File: src/sv/sensor_telegram_duplicate_filter_top_assert.svh
// Assertion macros shared by the sensor telegram duplicate filter modules.
// Depends on nothing; included inside module bodies.
`ifndef SENSOR_TELEGRAM_DUPLICATE_FILTER_TOP_ASSERT_SVH
`define SENSOR_TELEGRAM_DUPLICATE_FILTER_TOP_ASSERT_SVH

// Same-cycle implication, disabled while reset is high.
`define STDF_ASSERT_IMP(name, clk, rst, ante, cons, msg) \
  name: assert property (@(posedge clk) disable iff (rst) (ante) |-> (cons)) \
    else $error(msg);

// Next-cycle implication, disabled while reset is high.
`define STDF_ASSERT_NEXT(name, clk, rst, ante, cons, msg) \
  name: assert property (@(posedge clk) disable iff (rst) (ante) |=> (cons)) \
    else $error(msg);

`endif

File: src/sv/stdf_pkg.sv
// Shared types and constants of the sensor telegram duplicate filter.
// Used by the controller, the datapath and the top level; depends on nothing.
package stdf_pkg;

  localparam int NUM_SLOTS = 4;
  localparam int SLOT_CAP  = 4;
  localparam int SLOT_AW   = (NUM_SLOTS > 1) ? $clog2(NUM_SLOTS) : 1;
  localparam int SLOT_W    = 3;
  localparam int ID_W      = 32;
  localparam int TIME_W    = 32;
  localparam int SYNC_W    = 64;
  localparam int PKT_W     = 8;
  localparam int GAP_W     = 16;
  localparam int MSB_W     = 8;
  localparam int CFG_IDX_W = 3;
  localparam int CFG_W     = 32;

  localparam logic [SLOT_W-1:0] NO_SLOT = 3'd4;

  typedef enum logic [1:0] {
    OP_TICK     = 2'd0,
    OP_SYNC     = 2'd1,
    OP_TELEGRAM = 2'd2,
    OP_NONE     = 2'd3
  } op_t;

  localparam logic [CFG_IDX_W-1:0] REG_LEARNED_0 = 3'd0;
  localparam logic [CFG_IDX_W-1:0] REG_LEARNED_1 = 3'd1;
  localparam logic [CFG_IDX_W-1:0] REG_LEARNED_2 = 3'd2;
  localparam logic [CFG_IDX_W-1:0] REG_LEARNED_3 = 3'd3;
  localparam logic [CFG_IDX_W-1:0] REG_MIN_GAP   = 3'd4;
  localparam logic [CFG_IDX_W-1:0] REG_MSB_LOW   = 3'd5;
  localparam logic [CFG_IDX_W-1:0] REG_MSB_HIGH  = 3'd6;

  typedef struct packed {
    logic capture;
    logic eval;
    logic check;
  } cmd_t;

  typedef struct packed {
    op_t  op;
    logic out_free;
  } status_t;

endpackage

File: src/sv/stdf_ctrl.sv
// Controller state machine of the sensor telegram duplicate filter.
// Depends on stdf_pkg and the assertion macro header.
module stdf_ctrl (
  input  logic              clk,
  input  logic              rst,
  input  logic              in_valid,
  output logic              in_ready,
  input  stdf_pkg::status_t status,
  output stdf_pkg::cmd_t    cmd
);
  import stdf_pkg::*;
  `include "sensor_telegram_duplicate_filter_top_assert.svh"

  typedef enum logic [2:0] {
    S_IDLE  = 3'b001,
    S_EVAL  = 3'b010,
    S_CHECK = 3'b100
  } state_t;

  state_t state;
  state_t state_next;

  always_ff @(posedge clk) begin
    if (rst) begin
      state <= S_IDLE;
    end else begin
      state <= state_next;
    end
  end

  always_comb begin
    state_next  = state;
    in_ready    = 1'b0;
    cmd.capture = 1'b0;
    cmd.eval    = 1'b0;
    cmd.check   = 1'b0;
    case (state)
      S_IDLE: begin
        in_ready = 1'b1;
        if (in_valid) begin
          cmd.capture = 1'b1;
          state_next  = S_EVAL;
        end
      end
      S_EVAL: begin
        cmd.eval = 1'b1;
        if (status.op == OP_TELEGRAM) begin
          state_next = S_CHECK;
        end else begin
          state_next = S_IDLE;
        end
      end
      S_CHECK: begin
        if (status.out_free) begin
          cmd.check  = 1'b1;
          state_next = S_IDLE;
        end
      end
      default: begin
        state_next = S_IDLE;
      end
    endcase
  end

  `STDF_ASSERT_NEXT(a_accept_to_eval, clk, rst, in_valid && in_ready, state == S_EVAL, "accepted beat did not reach evaluation")
  `STDF_ASSERT_NEXT(a_event_returns_idle, clk, rst, state == S_EVAL && status.op != OP_TELEGRAM, state == S_IDLE, "tick or sync did not return to idle")
  `STDF_ASSERT_IMP(a_check_needs_room, clk, rst, cmd.check, status.out_free, "result loaded while output register is full")

endmodule

File: src/sv/stdf_dp.sv
// Datapath of the sensor telegram duplicate filter: configuration, time base,
// slot table and output register. Depends on stdf_pkg and the assertion header.
module stdf_dp (
  input  logic                                clk,
  input  logic                                rst,
  input  stdf_pkg::cmd_t                      cmd,
  output stdf_pkg::status_t                   status,
  input  logic                                cfg_valid,
  input  logic [stdf_pkg::CFG_IDX_W-1:0]      cfg_index,
  input  logic [stdf_pkg::CFG_W-1:0]          cfg_data,
  input  logic [1:0]                          op,
  input  logic [stdf_pkg::SYNC_W-1:0]         sync_time,
  input  logic [stdf_pkg::ID_W-1:0]           sensor_id,
  input  logic [stdf_pkg::PKT_W-1:0]          packet_id,
  input  logic                                developer_mode,
  input  logic                                autolearn_done,
  input  logic                                standstill_active,
  output logic                                out_valid,
  input  logic                                out_ready,
  output logic                                accepted,
  output logic                                route,
  output logic [stdf_pkg::TIME_W-1:0]         rx_time,
  output logic [stdf_pkg::SLOT_W-1:0]         matched_slot
);
  import stdf_pkg::*;
  `include "sensor_telegram_duplicate_filter_top_assert.svh"

  logic [ID_W-1:0]   learned_id [SLOT_CAP];
  logic [GAP_W-1:0]  min_gap_ms;
  logic [MSB_W-1:0]  id_msb_lowest;
  logic [MSB_W-1:0]  id_msb_highest;

  logic [TIME_W-1:0] slot_last_time [NUM_SLOTS];
  logic [PKT_W-1:0]  slot_last_packet [NUM_SLOTS];
  logic [TIME_W-1:0] local_time;
  logic [SYNC_W-1:0] sync_start;
  logic              sync_started;

  op_t               op_r;
  logic [SYNC_W-1:0] sync_time_r;
  logic [ID_W-1:0]   sensor_id_r;
  logic [PKT_W-1:0]  packet_id_r;
  logic              dev_r;
  logic              learned_r;
  logic              stand_r;

  logic              in_range;
  logic              filter_on;
  logic              hit;
  logic [SLOT_AW-1:0] slot;

  logic              hit_next;
  logic [SLOT_AW-1:0] slot_next;
  logic              range_next;
  logic [SYNC_W-1:0] sync_diff;
  logic [TIME_W-1:0] limit;
  logic              newer;
  logic              pass_slot;
  logic              accept_next;

  always_ff @(posedge clk) begin
    if (rst) begin
      for (int i = 0; i < SLOT_CAP; i++) begin
        learned_id[i] <= '0;
      end
      min_gap_ms     <= '0;
      id_msb_lowest  <= '0;
      id_msb_highest <= '1;
    end else if (cfg_valid) begin
      case (cfg_index)
        REG_LEARNED_0: learned_id[0]  <= cfg_data;
        REG_LEARNED_1: learned_id[1]  <= cfg_data;
        REG_LEARNED_2: learned_id[2]  <= cfg_data;
        REG_LEARNED_3: learned_id[3]  <= cfg_data;
        REG_MIN_GAP:   min_gap_ms     <= cfg_data[GAP_W-1:0];
        REG_MSB_LOW:   id_msb_lowest  <= cfg_data[MSB_W-1:0];
        REG_MSB_HIGH:  id_msb_highest <= cfg_data[MSB_W-1:0];
        default: begin
        end
      endcase
    end
  end

  always_ff @(posedge clk) begin
    if (cmd.capture) begin
      op_r        <= op_t'(op);
      sync_time_r <= sync_time;
      sensor_id_r <= sensor_id;
      packet_id_r <= packet_id;
      dev_r       <= developer_mode;
      learned_r   <= autolearn_done;
      stand_r     <= standstill_active;
    end
  end

  always_comb begin
    hit_next  = 1'b0;
    slot_next = '0;
    for (int i = NUM_SLOTS - 1; i >= 0; i--) begin
      if (learned_id[i] == sensor_id_r) begin
        hit_next  = 1'b1;
        slot_next = SLOT_AW'(i);
      end
    end
    range_next = (sensor_id_r[ID_W-1 -: MSB_W] >= id_msb_lowest) &&
                 (sensor_id_r[ID_W-1 -: MSB_W] <= id_msb_highest);
    sync_diff  = sync_time_r - sync_start;
  end

  always_ff @(posedge clk) begin
    if (cmd.eval) begin
      in_range  <= range_next;
      filter_on <= !dev_r && learned_r;
      hit       <= hit_next;
      slot      <= slot_next;
    end
  end

  always_comb begin
    limit       = slot_last_time[slot] + TIME_W'(min_gap_ms);
    newer       = (local_time > limit) || (packet_id_r != slot_last_packet[slot]);
    pass_slot   = in_range && filter_on && hit && newer;
    accept_next = in_range && (!filter_on || (hit && newer));
  end

  always_ff @(posedge clk) begin
    if (rst) begin
      local_time   <= '0;
      sync_start   <= '0;
      sync_started <= 1'b0;
      for (int i = 0; i < NUM_SLOTS; i++) begin
        slot_last_time[i]   <= '0;
        slot_last_packet[i] <= '1;
      end
    end else begin
      if (cmd.eval && op_r == OP_TICK) begin
        local_time <= local_time + TIME_W'(1);
      end else if (cmd.eval && op_r == OP_SYNC) begin
        if (!sync_started) begin
          sync_start   <= sync_time_r;
          sync_started <= 1'b1;
          local_time   <= '0;
        end else if (sync_time_r > sync_start) begin
          local_time <= sync_diff[TIME_W-1:0];
        end
      end
      if (cmd.check && pass_slot) begin
        slot_last_time[slot]   <= local_time;
        slot_last_packet[slot] <= packet_id_r;
      end
    end
  end

  always_ff @(posedge clk) begin
    if (rst) begin
      out_valid <= 1'b0;
    end else if (cmd.check) begin
      out_valid <= 1'b1;
    end else if (out_ready) begin
      out_valid <= 1'b0;
    end
  end

  always_ff @(posedge clk) begin
    if (cmd.check) begin
      accepted     <= accept_next;
      route        <= accept_next && stand_r;
      rx_time      <= local_time;
      matched_slot <= (in_range && filter_on && hit) ? SLOT_W'(slot) : NO_SLOT;
    end
  end

  assign status.op       = op_r;
  assign status.out_free = !out_valid || out_ready;

  `STDF_ASSERT_IMP(a_route_needs_accept, clk, rst, out_valid && !accepted, !route, "route set on a rejected telegram")
  `STDF_ASSERT_IMP(a_slot_in_range, clk, rst, out_valid, matched_slot <= NO_SLOT, "matched slot beyond the slot count")
  `STDF_ASSERT_NEXT(a_tick_counts, clk, rst, cmd.eval && op_r == OP_TICK, local_time == TIME_W'($past(local_time) + TIME_W'(1)), "tick did not advance local time")

endmodule

File: src/sv/sensor_telegram_duplicate_filter_top.sv
// A telegram passes capture, evaluation and slot check; no other beat is taken meanwhile.
// Ticks and syncs pass through capture, then evaluation, before the next beat is taken.
// A telegram holds in its slot check, and the input stays off, while an earlier result waits.
// Reset is synchronous: configuration returns to defaults, local time and sync state
// clear, slot times clear and slot packet IDs go to all ones.
module sensor_telegram_duplicate_filter_top (
  input  logic                           clk,
  input  logic                           rst,
  input  logic                           cfg_valid,
  output logic                           cfg_ready,
  input  logic [stdf_pkg::CFG_IDX_W-1:0] cfg_index,
  input  logic [stdf_pkg::CFG_W-1:0]     cfg_data,
  input  logic                           in_valid,
  output logic                           in_ready,
  input  logic [1:0]                     op,
  input  logic [stdf_pkg::SYNC_W-1:0]    sync_time,
  input  logic [stdf_pkg::ID_W-1:0]      sensor_id,
  input  logic [stdf_pkg::PKT_W-1:0]     packet_id,
  input  logic                           developer_mode,
  input  logic                           autolearn_done,
  input  logic                           standstill_active,
  output logic                           out_valid,
  input  logic                           out_ready,
  output logic                           accepted,
  output logic                           route,
  output logic [stdf_pkg::TIME_W-1:0]    rx_time,
  output logic [stdf_pkg::SLOT_W-1:0]    matched_slot
);
  import stdf_pkg::*;

  cmd_t    cmd;
  status_t status;

  assign cfg_ready = 1'b1;

  stdf_ctrl u_ctrl (
    .clk      (clk),
    .rst      (rst),
    .in_valid (in_valid),
    .in_ready (in_ready),
    .status   (status),
    .cmd      (cmd)
  );

  stdf_dp u_dp (
    .clk               (clk),
    .rst               (rst),
    .cmd               (cmd),
    .status            (status),
    .cfg_valid         (cfg_valid),
    .cfg_index         (cfg_index),
    .cfg_data          (cfg_data),
    .op                (op),
    .sync_time         (sync_time),
    .sensor_id         (sensor_id),
    .packet_id         (packet_id),
    .developer_mode    (developer_mode),
    .autolearn_done    (autolearn_done),
    .standstill_active (standstill_active),
    .out_valid         (out_valid),
    .out_ready         (out_ready),
    .accepted          (accepted),
    .route             (route),
    .rx_time           (rx_time),
    .matched_slot      (matched_slot)
  );

endmodule

File: config.mk
export PLATFORM = sky130hd
export DESIGN_NAME = sensor_telegram_duplicate_filter_top
export DESIGN_NICKNAME = d
export VERILOG_FILES = /design/src/sv/stdf_pkg.sv /design/src/sv/stdf_ctrl.sv /design/src/sv/stdf_dp.sv /design/src/sv/sensor_telegram_duplicate_filter_top.sv
export VERILOG_INCLUDE_DIRS = /design/src /design/src/sv
export SDC_FILE = /design/constraint.sdc
export NUM_CORES = 1
export LEC_CHECK = 0
export BUFFER_PORTS_ARGS = -buffer_cell sky130_fd_sc_hd__buf_4
export CORE_ASPECT_RATIO = 1.5
export CORE_UTILIZATION = 45
export CTS_CLUSTER_DIAMETER = 100
export DETAILED_ROUTE_END_ITERATION = 12
export PLACE_DENSITY = 0.67
export SETUP_SLACK_MARGIN = 0.3
export SYNTH_ARGS = -nofsm -noshare
export SYNTH_HDL_FRONTEND = slang
export SYNTH_SLANG_ARGS = --single-unit
File: constraint.sdc
create_clock -name clk -period 8.3 [get_ports clk]
set_input_delay 0.415 -clock clk [delete_from_list [all_inputs] [get_ports clk]]
set_output_delay 0.415 -clock clk [all_outputs]
set_load 0.05 [all_outputs]
==> impl_metrics.json <==
{
  "outcome": "completed",
  "clk_path_buf_depth": 3,
  "grt_use_met3_pct": 3.09,
  "fin_crit_ps": 6750,
  "synth_xor_xnor_area_share_pct": 6.16,
  "max_freq_mhz": 148,
  "dp_hpwl_um": 48900,
  "critPathRequiredTime_ps": 8580,
  "wl_per_cell_um": 19.9,
  "grt-ovfl-total": 0,
  "fin_cells": 3535,
  "drt-initial-drc-count": 1131,
  "synth_seq_cells": 572,
  "place_congestion": 0.945,
  "syn-cell-area_um2": 28000,
  "setup_ws_ps": 1550,
  "hp-start": "cfg_data[11]",
  "cts-root-buf": "clkbuf_16",
  "firstDrtPassIters": 5,
  "synth_warnings": 0,
  "routed_via_density": 5.47,
  "hold_depth": 3,
  "vias": 19300,
  "place_inst": 3323,
  "cts_sinks": 572,
  "synthCells": 2415,
  "die_area_um2": 63300,
  "crit_type": "register to register",
  "synth_fp_nets": 2695,
  "post_cts.repair.setup_buffers": 0,
  "synth-edff-count": 439,
  "cts_tree": "done",
  "hold_violations": 0,
  "grt_busiest_layer": "met2",
  "worstPathArrival_ps": 7030,
  "final_core_util_pct": 54.2,
  "start_util_pct": 45.7,
  "synth-seq-area-share_pct": 56.6,
  "crit_fanout": 21,
  "synth_simple_gate_area_share_pct": 16.2,
  "core_area_um2": 61200,
  "cp-start-kind": "register",
  "rsz0062_at_grt": "false",
  "grt_pass1_wl_um": 109000,
  "drc": 0,
  "io_buffer_count": 187,
  "synth_top_family_by_area": "simple AND/OR/NAND/NOR gates",
  "final_nets": 2978,
  "antenna_found_initial": 0,
  "rows": 111,
  "critPathMaxStageDelay_ps": 560,
  "p_per_area_nw_per_um2": 195,
  "rr_worst_depth": 22,
  "p_leak_nw": 12.1,
  "dp_slack_ps": 1540,
  "worstHoldPathType": "input pin to register",
  "synthAdderAreaFrac_pct": 5.91,
  "grt_max_degree": 71,
  "finalCritPeriodShare_pct": 81.3,
  "worstSetupStartpoint": "u_dp.slot[0]",
  "syn_avg_cell_area_um2": 11.6,
  "insertion_delay_ps": 620,
  "timing.hold.ws_ps": 69.9,
  "cp_slowest_cell": "mux4_2",
  "place_area_um2": 30300,
  "slew_headroom_pct": 16.3,
  "n_antenna_cell": 0,
  "ctsHoldBuffers": 109,
  "r2r_start": "u_dp.slot[0]",
  "fp.dieH_um": 308,
  "vdd_drop_max_uv": 187,
  "critical_path.endpoint_type": "register",
  "synth_mux_area_share_pct": 3.29,
  "path_clk_slew_ps": 70,
  "use_met2_pct": 42.0,
  "synth_ff_type": "edfxtp_1",
  "post-route-cell-area_um2": 33200,
  "setup_tns_ps": 0,
  "grt_pass1_vias": 19800,
  "maxCapViolCount": 0,
  "drt-total-wl_um": 70400,
  "slew_viol_final": 0,
  "post_cts_resized": 0,
  "finClkSkew_ps": 15.8,
  "tightest_slew_ps": 1250,
  "cpMostUsedCell": "buf_4",
  "io_pins": 189,
  "antenna_left": 0,
  "power_mw": 6.47,
  "chipWidth_um": 206,
  "path_cells": "buf_4 -> mux4_2 -> ha_1 -> nor3_1 -> nor2_1 -> a31oi_1 -> o31ai_1 -> buf_4 -> a21oi_1 -> nand3b_1 -> nor2_1 -> xnor2_1 -> ha_1 -> nand4_1 -> nor4_1 -> o311ai_1 -> a32oi_1 -> o311a_1 -> buf_4 -> nor3b_4 -> or2_1 -> buf_4",
  "grtUsageMet1_pct": 25.5,
  "globalRouteTotalUtil_pct": 22.6,
  "cts_made_buffers": 55,
  "cts.htree.levels": 2,
  "area_delta_synth_final_pct": 18.5,
  "postSynth.asyncResetShare_pct": 0,
  "setup_viol": 0,
  "synthDistinctLibCells": 80,
  "synth_compound_area_share_pct": 8.72,
  "drive_above_1_share_pct": 14.0
}
## Yosys cell counts (4+ instances only)
cell type,number,area [um^2]
edfxtp_1,439,13200
nand2_1,267,1000
and2_1,265,1660
a21oi_1,176,881
dfxtp_1,133,2660
ha_1,129,1610
xor2_1,123,1080
inv_1,111,417
clkbuf_1,78,293
nor2_1,75,282
xnor2_1,74,648
o21ai_0,62,310
nand2b_1,47,294
nand4_1,44,275
mux4_2,40,901
nor4_1,34,213
a21o_1,33,248
nand3_1,31,155
nor3_1,24,120
and3_1,19,119
nor2b_1,16,100
a22oi_1,15,113
buf_2,14,70.1
o211ai_1,11,82.6
o32ai_1,10,87.6
o21a_1,9,67.6
a211oi_1,7,52.6
and4_1,7,61.3
buf_1,6,22.5
nand3b_1,6,45.0
o31ai_1,6,45.0
a221oi_1,5,43.8
a31oi_1,5,31.3
buf_4,5,37.5
o21bai_1,5,37.5
or2_1,5,31.3
or3_1,5,31.3
a21boi_0,4,30.0
a21boi_1,4,30.0
o221ai_1,4,35.0
o22ai_1,4,25.0
## sequential cells by signal, indices dropped and copies added (netlist names), 3 cells and up
| register | flops |
|---|---|
| u_dp.sync_start | 64 |
| u_dp.slot_last_packet | 32 |
| u_dp.matched_slot | 3 |
| u_dp.slot_last_time | 128 |
| u_dp.min_gap_ms | 16 |
| u_dp.id_msb_highest | 8 |
| u_dp.sensor_id_r | 32 |
| u_dp.id_msb_lowest | 8 |
| u_dp.packet_id_r | 8 |
| u_dp.rx_time | 32 |
| u_dp.local_time | 32 |
| u_ctrl.state | 3 |
| u_dp.sync_time_r | 64 |
| u_dp.learned_id | 128 |
## power breakdown
part           total (mW)  switching [mW]  internal [mW]
Combinational       0.645           0.369          0.276
Sequential           3.32          0.0992           3.22
Clock                2.50            1.12           1.37
Total                6.47            1.59           4.87
## routing by layer
metal  vias up  wire [um]  part of all wire, %
met5         -          0                    0
li1       9208          -                    -
met4         0       2620                  3.7
met3       153       3840                  5.4
met2       584      37800                   54
met1      9395      26200                   37
## area by class of cell
| cell class | instances | area [um^2] |
|---|---|---|
| clock buffer | 61 | 1430 |
| multi-input combinational | 1626 | 11400 |
| sequential | 572 | 15800 |
| timing repair buffer | 332 | 2770 |
| tap | 791 | 990 |
| fill | 5100 | 28100 |
| clock inverter | 42 | 338 |
| inverter | 111 | 417 |
## logic make-up after synthesis
group           Yosys count
compound gates          393
xor+xnor                197
fa+ha+maj               131
buf+inv                 217
flops                   572
mux                      42
other cells               1
simple gates            862
## layout by cell type, fill, tap and decap left out, types with 47 or more instances in the layout
cell and n:
a21oi_1 176, and2_1 265, buf_4 223, clkbuf_16 56, dfxtp_1 133, dlygate4sd3_1 109
edfxtp_1 439, ha_1 129, inv_1 114, nand2_1 267, nand2b_1 47, nor2_1 74
o21ai_0 59, xnor2_1 74, xor2_1 123
## final timing paths
| check | end | slack [ps] |
|---|---|---|
| min reg2reg | u_dp.sync_start[23] | 450 |
| min | u_dp.min_gap_ms[11] | 70 |
| max reg2reg | u_dp.slot_last_packet[0][7] | 1550 |
| max | u_dp.slot_last_packet[0][7] | 1550 |
## worst max-delay path, delay by kind of cell (launching register included)
family	cells	cell delay (ps)
flip-flops	1	520
adder cells (fa/ha/maj)	2	640
multiplexers	1	560
AND/OR/NAND/NOR	8	1590
buffers and inverters	4	1230
XOR/XNOR	1	130
AO/OA/AOI/OAI	6	1700
Note: power is estimated with default switching activity, not from simulation.
